--- src/design/svsd_pkg.sv ---
// ----------------------------------------------------------------------------
// Voice SysEx decoder package
// Shared types, codes and the packed voice unpacking table for the decoder.
// ----------------------------------------------------------------------------
`default_nettype none

package svsd_pkg;

  localparam int unsigned QueueDepthDef = 4;

  localparam logic [12:0] PosMax = 13'd8191;

  localparam logic [1:0] FmtSingle = 2'd0;
  localparam logic [1:0] FmtFramed = 2'd1;
  localparam logic [1:0] FmtRaw    = 2'd2;

  localparam logic [2:0] StOk       = 3'd0;
  localparam logic [2:0] StBadHdr   = 3'd1;
  localparam logic [2:0] StBadType  = 3'd2;
  localparam logic [2:0] StBadLen   = 3'd3;
  localparam logic [2:0] StShort    = 3'd4;
  localparam logic [2:0] StBadCks   = 3'd5;
  localparam logic [2:0] StBadRaw   = 3'd6;

  typedef struct packed {
    logic [7:0] byte_in;
    logic       end_of_message;
  } in_item_t;

  typedef struct packed {
    logic       is_status;
    logic [4:0] voice_number;
    logic [7:0] param_index;
    logic [7:0] param_value;
    logic [2:0] status_code;
    logic [1:0] source_format;
    logic       last_of_run;
  } out_item_t;

  typedef enum logic [1:0] {
    AK_NONE,
    AK_DIRECT,
    AK_UNPACK
  } akind_e;

  typedef struct packed {
    akind_e      a_kind;
    logic [11:0] a_addr;
    logic [7:0]  a_byte;
    logic        b_valid;
    logic [7:0]  b_byte;
    logic        st_valid;
    logic [2:0]  st_code;
    logic [1:0]  fmt;
  } cmd_t;

  typedef struct packed {
    logic [1:0] cnt;
    logic [7:0] idx;
    logic [7:0] val;
  } unp_t;

  // Maps one packed voice byte to its parameter(s); sel picks which one.
  function automatic unp_t unpack_field(input logic [6:0] ofs, input logic [1:0] sel,
                                        input logic [7:0] p);
    unp_t       r;
    logic [2:0] g;
    logic [6:0] k;
    logic [7:0] base;
    r.cnt = 2'd1;
    r.idx = 8'd0;
    r.val = p;
    if (ofs >= 7'd85) g = 3'd5;
    else if (ofs >= 7'd68) g = 3'd4;
    else if (ofs >= 7'd51) g = 3'd3;
    else if (ofs >= 7'd34) g = 3'd2;
    else if (ofs >= 7'd17) g = 3'd1;
    else g = 3'd0;
    k = ofs - ({g, 4'b0000} + {4'b0000, g});
    base = {1'b0, g, 4'b0000} + {3'b000, g, 2'b00} + {5'b00000, g};
    if (ofs < 7'd102) begin
      case (k)
        7'd11: begin
          r.cnt = 2'd2;
          if (sel == 2'd0) begin
            r.idx = base + 8'd11;
            r.val = {6'b0, p[1:0]};
          end else begin
            r.idx = base + 8'd12;
            r.val = {6'b0, p[3:2]};
          end
        end
        7'd12: begin
          r.cnt = 2'd2;
          if (sel == 2'd0) begin
            r.idx = base + 8'd13;
            r.val = {5'b0, p[2:0]};
          end else begin
            r.idx = base + 8'd20;
            r.val = {4'b0, p[6:3]};
          end
        end
        7'd13: begin
          r.cnt = 2'd2;
          if (sel == 2'd0) begin
            r.idx = base + 8'd14;
            r.val = {6'b0, p[1:0]};
          end else begin
            r.idx = base + 8'd15;
            r.val = {5'b0, p[4:2]};
          end
        end
        7'd14: r.idx = base + 8'd16;
        7'd15: begin
          r.cnt = 2'd2;
          if (sel == 2'd0) begin
            r.idx = base + 8'd17;
            r.val = {7'b0, p[0]};
          end else begin
            r.idx = base + 8'd18;
            r.val = {3'b0, p[5:1]};
          end
        end
        7'd16: r.idx = base + 8'd19;
        default: r.idx = base + {1'b0, k};
      endcase
    end else if (ofs < 7'd110) begin
      r.idx = {1'b0, ofs} + 8'd24;
    end else if (ofs == 7'd110) begin
      r.idx = 8'd134;
      r.val = {3'b0, p[4:0]};
    end else if (ofs == 7'd111) begin
      r.cnt = 2'd2;
      if (sel == 2'd0) begin
        r.idx = 8'd135;
        r.val = {5'b0, p[2:0]};
      end else begin
        r.idx = 8'd136;
        r.val = {7'b0, p[3]};
      end
    end else if (ofs < 7'd116) begin
      r.idx = {1'b0, ofs} + 8'd25;
    end else if (ofs == 7'd116) begin
      r.cnt = 2'd3;
      if (sel == 2'd0) begin
        r.idx = 8'd141;
        r.val = {7'b0, p[0]};
      end else if (sel == 2'd1) begin
        r.idx = 8'd142;
        r.val = {5'b0, p[3:1]};
      end else begin
        r.idx = 8'd143;
        r.val = {5'b0, p[6:4]};
      end
    end else if (ofs == 7'd117) begin
      r.idx = 8'd144;
    end else begin
      r.idx = {1'b0, ofs} + 8'd27;
      if (ofs == 7'd127) begin
        r.cnt = 2'd2;
        if (sel != 2'd0) begin
          r.idx = 8'd155;
          r.val = 8'h3F;
        end
      end
    end
    return r;
  endfunction

endpackage

`default_nettype wire

--- src/design/synth_voice_sysex_decoder.sv ---
// ----------------------------------------------------------------------------
// FM voice SysEx decoder
// A byte's command is registered in the command queue and then in the back
// end's output register; a byte gives up to four results, one per cycle
// while the result port is empty or popped.
// Throughput: one byte per cycle into the command queue while it is not full;
// the queue lets new bytes in while earlier results still wait to be popped.
// Reset clears the stream state and the format register; no clearing pass.
// ----------------------------------------------------------------------------
`default_nettype none

module synth_voice_sysex_decoder #(
  parameter int unsigned QueueDepth = svsd_pkg::QueueDepthDef
) (
  input  wire logic                 clk_i,
  input  wire logic                 rst_ni,
  input  wire logic                 cfg_we_i,
  input  wire logic                 cfg_wdata_i,
  input  wire logic                 push,
  output logic                      full,
  input  wire svsd_pkg::in_item_t   in_item_i,
  output logic                      empty,
  input  wire logic                 pop,
  output svsd_pkg::out_item_t       out_item_o
);
  import svsd_pkg::*;

  cmd_t cmd, q_data;
  logic cmd_valid, q_valid, q_rd, accept;

  assign accept = push && !full;

  svsd_front u_front (
    .clk_i       (clk_i),
    .rst_ni      (rst_ni),
    .cfg_we_i    (cfg_we_i),
    .cfg_wdata_i (cfg_wdata_i),
    .accept_i    (accept),
    .in_item_i   (in_item_i),
    .cmd_o       (cmd),
    .cmd_valid_o (cmd_valid)
  );

  svsd_queue #(
    .Depth (QueueDepth)
  ) u_queue (
    .clk_i     (clk_i),
    .rst_ni    (rst_ni),
    .wr_i      (cmd_valid),
    .wr_data_i (cmd),
    .full_o    (full),
    .rd_i      (q_rd),
    .rd_data_o (q_data),
    .valid_o   (q_valid)
  );

  svsd_back u_back (
    .clk_i      (clk_i),
    .rst_ni     (rst_ni),
    .q_valid_i  (q_valid),
    .q_data_i   (q_data),
    .q_rd_o     (q_rd),
    .pop_i      (pop),
    .empty_o    (empty),
    .out_item_o (out_item_o)
  );

endmodule

`default_nettype wire

--- src/design/svsd_front.sv ---
// ----------------------------------------------------------------------------
// Voice SysEx decoder front end
// Tracks the byte position, checks the header and checksum, detects the dump
// format and turns each byte into at most one command for the back end.
// ----------------------------------------------------------------------------
`default_nettype none

module svsd_front (
  input  wire logic              clk_i,
  input  wire logic              rst_ni,
  input  wire logic              cfg_we_i,
  input  wire logic              cfg_wdata_i,
  input  wire logic              accept_i,
  input  wire svsd_pkg::in_item_t in_item_i,
  output svsd_pkg::cmd_t          cmd_o,
  output logic                    cmd_valid_o
);
  import svsd_pkg::*;

  logic [12:0] pos_q, pos_d, pos_inc;
  logic [1:0]  fmt_q, fmt_d, fmt_cur;
  logic [6:0]  cks_q, cks_d, cks_sum;
  logic [7:0]  held_q, held_d;
  logic [2:0]  err_q, err_d, cand, code;
  logic        raw_q, raw_d;
  logic        fsel_q;
  logic [7:0]  b;
  cmd_t        cmd;

  assign b = in_item_i.byte_in;

  always_comb begin
    fmt_cur = (pos_q == 13'd0) ? {1'b0, fsel_q} : fmt_q;
    fmt_d   = fmt_cur;
    cks_d   = cks_q;
    held_d  = held_q;
    raw_d   = raw_q;
    cand    = StOk;
    cks_sum = cks_q + b[6:0];
    cmd          = '0;
    cmd.a_kind   = AK_NONE;
    if (fmt_cur == FmtSingle) begin
      if (pos_q == 13'd0 && b != 8'hF0) begin
        cand = StBadHdr;
      end else if (pos_q == 13'd1 && b != 8'h43) begin
        cand = StBadHdr;
      end else if (pos_q == 13'd3 && b != 8'h00) begin
        cand = StBadType;
      end else if (pos_q == 13'd4) begin
        held_d = b;
      end else if (pos_q == 13'd5) begin
        if (({held_q, 7'b0} | {7'b0, b}) != 15'd155) cand = StBadLen;
      end else if (pos_q >= 13'd6 && pos_q < 13'd161) begin
        cks_d      = cks_sum;
        cmd.a_kind = AK_DIRECT;
        cmd.a_addr = {4'b0, 8'(pos_q - 13'd6)};
        cmd.a_byte = b;
      end else if (pos_q == 13'd161) begin
        cks_d      = cks_sum;
        if (cks_sum != 7'd0) cand = StBadCks;
        cmd.a_kind = AK_DIRECT;
        cmd.a_addr = 12'd155;
        cmd.a_byte = 8'h3F;
      end
    end else if (pos_q == 13'd0) begin
      if (b == 8'hF0) begin
        held_d = b;
      end else begin
        fmt_d      = FmtRaw;
        cmd.a_kind = AK_UNPACK;
        cmd.a_addr = 12'd0;
        cmd.a_byte = b;
      end
    end else if (pos_q == 13'd1 && fmt_cur == FmtFramed) begin
      if (b != 8'h43) begin
        fmt_d       = FmtRaw;
        cmd.a_kind  = AK_UNPACK;
        cmd.a_addr  = 12'd0;
        cmd.a_byte  = held_q;
        cmd.b_valid = 1'b1;
        cmd.b_byte  = b;
      end
    end else if (fmt_cur == FmtFramed) begin
      if (pos_q == 13'd3 && b != 8'h09) begin
        cand = StBadType;
      end else if (pos_q >= 13'd6 && pos_q < 13'd4102) begin
        cks_d      = cks_sum;
        cmd.a_kind = AK_UNPACK;
        cmd.a_addr = 12'(pos_q - 13'd6);
        cmd.a_byte = b;
      end else if (pos_q == 13'd4102) begin
        cks_d = cks_sum;
        if (cks_sum != 7'd0) cand = StBadCks;
      end
    end else begin
      if (pos_q < 13'd4096) begin
        cmd.a_kind = AK_UNPACK;
        cmd.a_addr = pos_q[11:0];
        cmd.a_byte = b;
      end else if (pos_q == 13'd4096) begin
        raw_d = (b == 8'hF7);
      end
    end

    err_d   = (err_q != StOk) ? err_q : cand;
    pos_inc = (pos_q == PosMax) ? pos_q : pos_q + 13'd1;

    code = err_d;
    if (code == StOk) begin
      case (fmt_d)
        FmtSingle: if (pos_inc < 13'd162) code = StShort;
        FmtFramed: if (pos_inc < 13'd4104) code = StShort;
        default: begin
          if (!(pos_inc == 13'd4096 || (pos_inc == 13'd4097 && raw_d))) code = StBadRaw;
        end
      endcase
    end
    cmd.fmt = fmt_d;
    pos_d   = pos_inc;

    if (in_item_i.end_of_message) begin
      cmd.st_valid = 1'b1;
      cmd.st_code  = code;
      pos_d  = 13'd0;
      fmt_d  = FmtSingle;
      cks_d  = 7'd0;
      held_d = 8'd0;
      err_d  = StOk;
      raw_d  = 1'b0;
    end
  end

  assign cmd_o       = cmd;
  assign cmd_valid_o = accept_i && (cmd.a_kind != AK_NONE || cmd.st_valid);

  always_ff @(posedge clk_i or negedge rst_ni) begin
    if (!rst_ni) begin
      pos_q  <= 13'd0;
      fmt_q  <= FmtSingle;
      cks_q  <= 7'd0;
      held_q <= 8'd0;
      err_q  <= StOk;
      raw_q  <= 1'b0;
      fsel_q <= 1'b0;
    end else begin
      if (cfg_we_i) fsel_q <= cfg_wdata_i;
      if (accept_i) begin
        pos_q  <= pos_d;
        fmt_q  <= fmt_d;
        cks_q  <= cks_d;
        held_q <= held_d;
        err_q  <= err_d;
        raw_q  <= raw_d;
      end
    end
  end

`ifndef SYNTHESIS
  a_clean_start: assert property (@(posedge clk_i) disable iff (!rst_ni)
    pos_q == 13'd0 |-> (err_q == StOk && cks_q == 7'd0 && !raw_q))
    else $error("Stream state not clear at message start.");
`endif

endmodule

`default_nettype wire

--- src/design/svsd_queue.sv ---
// ----------------------------------------------------------------------------
// Voice SysEx decoder command queue
// Small register queue that decouples the front end from the back end.
// ----------------------------------------------------------------------------
`default_nettype none

module svsd_queue #(
  parameter int unsigned Depth = svsd_pkg::QueueDepthDef
) (
  input  wire logic           clk_i,
  input  wire logic           rst_ni,
  input  wire logic           wr_i,
  input  wire svsd_pkg::cmd_t wr_data_i,
  output logic                full_o,
  input  wire logic           rd_i,
  output svsd_pkg::cmd_t      rd_data_o,
  output logic                valid_o
);
  import svsd_pkg::*;

  localparam int unsigned PtrW = $clog2(Depth);
  localparam int unsigned CntW = $clog2(Depth + 1);

  cmd_t            mem_q [Depth];
  logic [PtrW-1:0] wr_ptr_q, rd_ptr_q;
  logic [CntW-1:0] count_q;
  logic            do_wr, do_rd;

  assign full_o    = (count_q == CntW'(Depth));
  assign valid_o   = (count_q != '0);
  assign rd_data_o = mem_q[rd_ptr_q];
  assign do_wr     = wr_i && !full_o;
  assign do_rd     = rd_i && valid_o;

  always_ff @(posedge clk_i) begin
    if (do_wr) mem_q[wr_ptr_q] <= wr_data_i;
  end

  always_ff @(posedge clk_i or negedge rst_ni) begin
    if (!rst_ni) begin
      wr_ptr_q <= '0;
      rd_ptr_q <= '0;
      count_q  <= '0;
    end else begin
      if (do_wr) begin
        wr_ptr_q <= (wr_ptr_q == PtrW'(Depth - 1)) ? '0 : wr_ptr_q + 1'b1;
      end
      if (do_rd) begin
        rd_ptr_q <= (rd_ptr_q == PtrW'(Depth - 1)) ? '0 : rd_ptr_q + 1'b1;
      end
      if (do_wr && !do_rd) count_q <= count_q + 1'b1;
      else if (do_rd && !do_wr) count_q <= count_q - 1'b1;
    end
  end

`ifndef SYNTHESIS
  a_count_bound: assert property (@(posedge clk_i) disable iff (!rst_ni)
    count_q <= CntW'(Depth))
    else $error("Queue fill count exceeds its depth.");
  a_empty_ptrs: assert property (@(posedge clk_i) disable iff (!rst_ni)
    count_q == '0 |-> rd_ptr_q == wr_ptr_q)
    else $error("Queue pointers differ while the queue is empty.");
`endif

endmodule

`default_nettype wire

--- src/design/svsd_back.sv ---
// ----------------------------------------------------------------------------
// Voice SysEx decoder back end
// Expands each command into its parameter and status results, into an output
// register, one per cycle while that register is empty or being popped.
// ----------------------------------------------------------------------------
`default_nettype none

module svsd_back (
  input  wire logic           clk_i,
  input  wire logic           rst_ni,
  input  wire logic           q_valid_i,
  input  wire svsd_pkg::cmd_t q_data_i,
  output logic                q_rd_o,
  input  wire logic           pop_i,
  output logic                empty_o,
  output svsd_pkg::out_item_t out_item_o
);
  import svsd_pkg::*;

  logic [1:0] step_q, step_d;
  logic       out_valid_q;
  out_item_t  out_q, res;
  unp_t       ua, ub;
  logic [1:0] n_a;
  logic [2:0] total;
  logic       last, advance;

  always_comb begin
    ua = unpack_field(q_data_i.a_addr[6:0], step_q, q_data_i.a_byte);
    ub = unpack_field(7'd1, 2'd0, q_data_i.b_byte);
    case (q_data_i.a_kind)
      AK_UNPACK: n_a = ua.cnt;
      AK_DIRECT: n_a = 2'd1;
      default:   n_a = 2'd0;
    endcase
    total = {1'b0, n_a} + {2'b0, q_data_i.b_valid} + {2'b0, q_data_i.st_valid};
    last  = ({1'b0, step_q} + 3'd1) == total;

    res               = '0;
    res.source_format = q_data_i.fmt;
    res.last_of_run   = last;
    if (step_q < n_a) begin
      if (q_data_i.a_kind == AK_UNPACK) begin
        res.voice_number = q_data_i.a_addr[11:7];
        res.param_index  = ua.idx;
        res.param_value  = ua.val;
      end else begin
        res.param_index  = q_data_i.a_addr[7:0];
        res.param_value  = q_data_i.a_byte;
      end
    end else if (q_data_i.b_valid && step_q == n_a) begin
      res.param_index = ub.idx;
      res.param_value = ub.val;
    end else begin
      res.is_status   = 1'b1;
      res.status_code = q_data_i.st_code;
    end
  end

  assign advance = q_valid_i && (!out_valid_q || pop_i);
  assign q_rd_o  = advance && last;
  assign step_d  = last ? 2'd0 : step_q + 2'd1;

  always_ff @(posedge clk_i or negedge rst_ni) begin
    if (!rst_ni) begin
      step_q      <= 2'd0;
      out_valid_q <= 1'b0;
    end else begin
      if (advance) begin
        step_q      <= step_d;
        out_valid_q <= 1'b1;
      end else if (pop_i) begin
        out_valid_q <= 1'b0;
      end
    end
  end

  always_ff @(posedge clk_i) begin
    if (advance) out_q <= res;
  end

  assign empty_o    = !out_valid_q;
  assign out_item_o = out_q;

`ifndef SYNTHESIS
  a_step_has_cmd: assert property (@(posedge clk_i) disable iff (!rst_ni)
    step_q != 2'd0 |-> q_valid_i)
    else $error("Partly expanded command left the queue.");
  a_step_in_range: assert property (@(posedge clk_i) disable iff (!rst_ni)
    q_valid_i |-> {1'b0, step_q} < total)
    else $error("Result step runs past the command's result count.");
`endif

endmodule

`default_nettype wire
--- config.mk ---
export PLATFORM = sky130hd
export DESIGN_NAME = synth_voice_sysex_decoder
export DESIGN_NICKNAME = d
export VERILOG_FILES = /design/src/design/svsd_pkg.sv /design/src/design/synth_voice_sysex_decoder.sv /design/src/design/svsd_front.sv /design/src/design/svsd_queue.sv /design/src/design/svsd_back.sv
export SDC_FILE = /design/constraint.sdc
export NUM_CORES = 1
export LEC_CHECK = 0
export ABC_AREA = 1
export BUFFER_PORTS_ARGS = -buffer_cell sky130_fd_sc_hd__buf_2
export CORE_MARGIN = 4
export CORE_UTILIZATION = 45
export DETAILED_ROUTE_END_ITERATION = 10
export PLACE_DENSITY = 0.71
export SYNTH_ARGS = -nofsm -noshare
export SYNTH_HDL_FRONTEND = slang
export SYNTH_SLANG_ARGS = --single-unit
--- constraint.sdc ---
create_clock -name clk_i -period 14.79 [get_ports clk_i]
set_clock_uncertainty 0.2 [all_clocks]
set_input_delay 0.7395 -clock clk_i [delete_from_list [all_inputs] [get_ports clk_i]]
set_output_delay 0.7395 -clock clk_i [all_outputs]
set_load 0.1 [all_outputs]
==> metrics.txt <==
Seq. cell area=about 6400 um^2; vias in the first global route=roughly 11000; Syn Std Cell Area=between 10000 and 15000 um^2; row cnt=between 60 and 70; number of enable flip-flop cells after synthesis=roughly 180; Placed Cells incl. Taps=around 2100; IO Count=45; CTS HTree Levels=1; Starting Density=0.458; first-pass GRT wire length=just over 60000 um; fin cells=~2100; die area=34100 um^2; Data arrival, critical path=about 8800 ps; # hold bufs at CTS=0; #FFs+latches synth=221; Post-CTS Setup Inserts=0; Synth area leaders=edfxtp_1 38%, nand2_1 9.4%, dfrtp_1 8.0%; initial antenna violation count=0; worst-margin pin slew=roughly 1100 ps; XOR/XNOR share of the synthesized area=0.0212; Final GP Congestion=0.965; Setup crit end kind=flip-flop; DRC=0; clock-pin slew on the worst setup and hold paths=approximately 60 ps; MaxCap Viol Count=0; Final setup viols=0; clock latency on the worst-skew pair=roughly 520 ps; Die X=around 180 um; largest family of logic cells by synthesized area=simple AND/OR/NAND/NOR gates; Mapped Nets=around 1700; hpwl dp=approximately 28000 um; compound-gate portion of the synthesized area=0.137; final hold viol count=0; Netlist cell types=59; Yosys top cell area share=0.376; setup TNS=0 ps; setup repair after global routing missed its margin=no; fin crit share=0.580; Main synth FF type=edfxtp_1; DRT iter0 DRCs=1378; largest net degree at the start of global routing=79; # resized after CTS=0; Syn-to-layout area delta=9.74%; Seq/Total Area, Yosys=0.457; Remaining Overflow, GRT=0; simple-gate share of the synthesized area=0.246; Fill cells=around 2800; top cell type by total area after synthesis=edfxtp_1; Final Max Slew Viols=0; syn avg cell area=8.48 um^2; most frequent CP cell=inv_1; startpoint types=flip-flop; chip height=approximately 180 um; WL/cell=between 15 and 20 um; final WL=between 30000 and 40000 um; via count=between 10000 and 15000; Cells after Synth=around 1700; mux share of post-synthesis cell area=0.00160; Antenna Cells=0; number of vias per cell=5.76; CTS max path bufs=3; Clock Tree Root=clkbuf_16; min Tclk post-route=~8600 ps; Critical Path RT=around 15000 ps; nets=1774; # port buffers=between 40 and 50; CP peak stage delay=between 600 and 700 ps; drt pass-1 iters=6; CTS tree=yes; fmax=~0.12 GHz; r2r setup slk=~6200 ps; Global Route Usage Sum=0.222; hold crit path type=input port to asynchronous set/reset pin; Adder-Cell Fraction of Synth Area=0.0679; status=finished, final reports clean; FFs w/ async S/R, synth=0.204; layout cells sized above 1=0.112; core area=a little over 30000 um^2; CP max stage cell=buf_4; area occupied by multi-input gates=~6700 um^2; slew margin rel.=0.297; Critical Path Fanout Max=78; Ys Warns=0; Routed Antenna Nets=0; Sink Count=221; total CTS buffers=24; crit path kind=flip-flop to flip-flop
[layout make-up]
cell class,instances,area share
tap,396,0.0322
inverter,186,0.0455
sequential,221,0.416
clock buffer,33,0.0432
clock inverter,11,0.00910
multi-input combinational,1199,0.434
timing repair buffer,55,0.0197
[final timing paths]
check                                                 from                              end  depth (start not counted)
hold reg to reg               u_front.cks_q[3]$_DFFE_PN0P_     u_front.cks_q[3]$_DFFE_PN0P_                          2
hold / removal                                      rst_ni     u_front.cks_q[2]$_DFFE_PN0P_                          2
max in group asynchronous                           rst_ni  u_queue.rd_ptr_q[0]$_DFFE_PN0P_                          2
setup / recovery           u_queue.rd_ptr_q[0]$_DFFE_PN0P_   u_queue.count_q[1]$_DFFE_PN0P_                         43
setup reg to reg           u_queue.rd_ptr_q[0]$_DFFE_PN0P_   u_queue.count_q[1]$_DFFE_PN0P_                         43
min in group clk_i                                     pop   u_back.out_valid_q$_DFFE_PN0P_                          2
[synth_stat cells (all sizes together), types with 17 or more instances]
library cell,number
xor2,23
nand3,128
nand2,382
o21ai,142
nand4,17
clkbuf,24
edfxtp,176
ha,65
o22ai,32
a21oi,92
dfrtp,45
nor3,27
nor2,183
buf,26
inv,183
[placed cells by master, fill, tap and decap left out, types with 17 or more instances in the layout]
master	Yosys	routed
ha_1	65	65
nor2_1	166	162
o22ai_1	32	32
a21oi_1	91	91
clkbuf_16	0	25
inv_1	162	162
inv_2	20	20
nand2_1	353	353
dfrtp_1	45	44
buf_2	7	44
o21ai_1	19	19
edfxtp_1	176	176
o21ai_0	122	122
nor3_1	24	24
nand4_1	17	17
nand2_2	22	22
nand3_1	115	115
xor2_1	23	23
[cell families after synthesis]
family | count (synthesis)
AND/OR/NAND/NOR | 761
AO/OA/AOI/OAI | 330
buffers and inverters | 236
flip-flops | 221
adder cells (fa/ha/maj) | 72
XOR/XNOR | 34
multiplexers | 2
[critical path, delay by kind of cell (launching register included)]
family          cells  cell delay [ps]
xor+xnor            1              170
flops               1              340
mux                 1              260
fa+ha+maj           7             2030
buf+inv            14             2410
compound gates      3              340
simple gates       17             2640
[per-stage QoR]
| stage | setup WS [ps] | hold WS, ps | utilization | area [um^2] |
|---|---|---|---|---|
| after floorplan | 8130 | 244 | - | 14000 |
| after global placement | 6600 | 271 | 0.476 | 14600 |
| after detailed placement | 6310 | 283 | 0.476 | 14600 |
| after CTS | 6290 | 133 | 0.502 | 15400 |
| after global routing | 5510 | 167 | 0.502 | 15400 |
| final | 6220 | 126 | 0.502 | 15400 |
[registers in the layout, indices dropped and copies added, names as in the netlist]
register	count
u_queue.wr_ptr_q	2
u_queue.rd_ptr_q	2
u_back.out_item_o	28
u_front.held_q	8
u_queue.mem_q	148
u_queue.count_q	3
u_front.fmt_q	2
u_back.step_q	2
u_front.pos_q	13
u_front.raw_q	1
u_front.fsel_q	1
u_front.err_q	3
u_front.cks_q	7
u_back.out_valid_q	1
[per-layer routing]
metal,track usage,up-vias,wire (um)
met5,0,-,0
met4,0.0549,0,1020
met3,0.0434,87,3420
met2,0.350,562,17400
met1,0.319,5701,17000
li1,-,5742,-
Power is not shown: default switching activity piles up to over one toggle a cycle in this logic, so the estimate is an artifact.
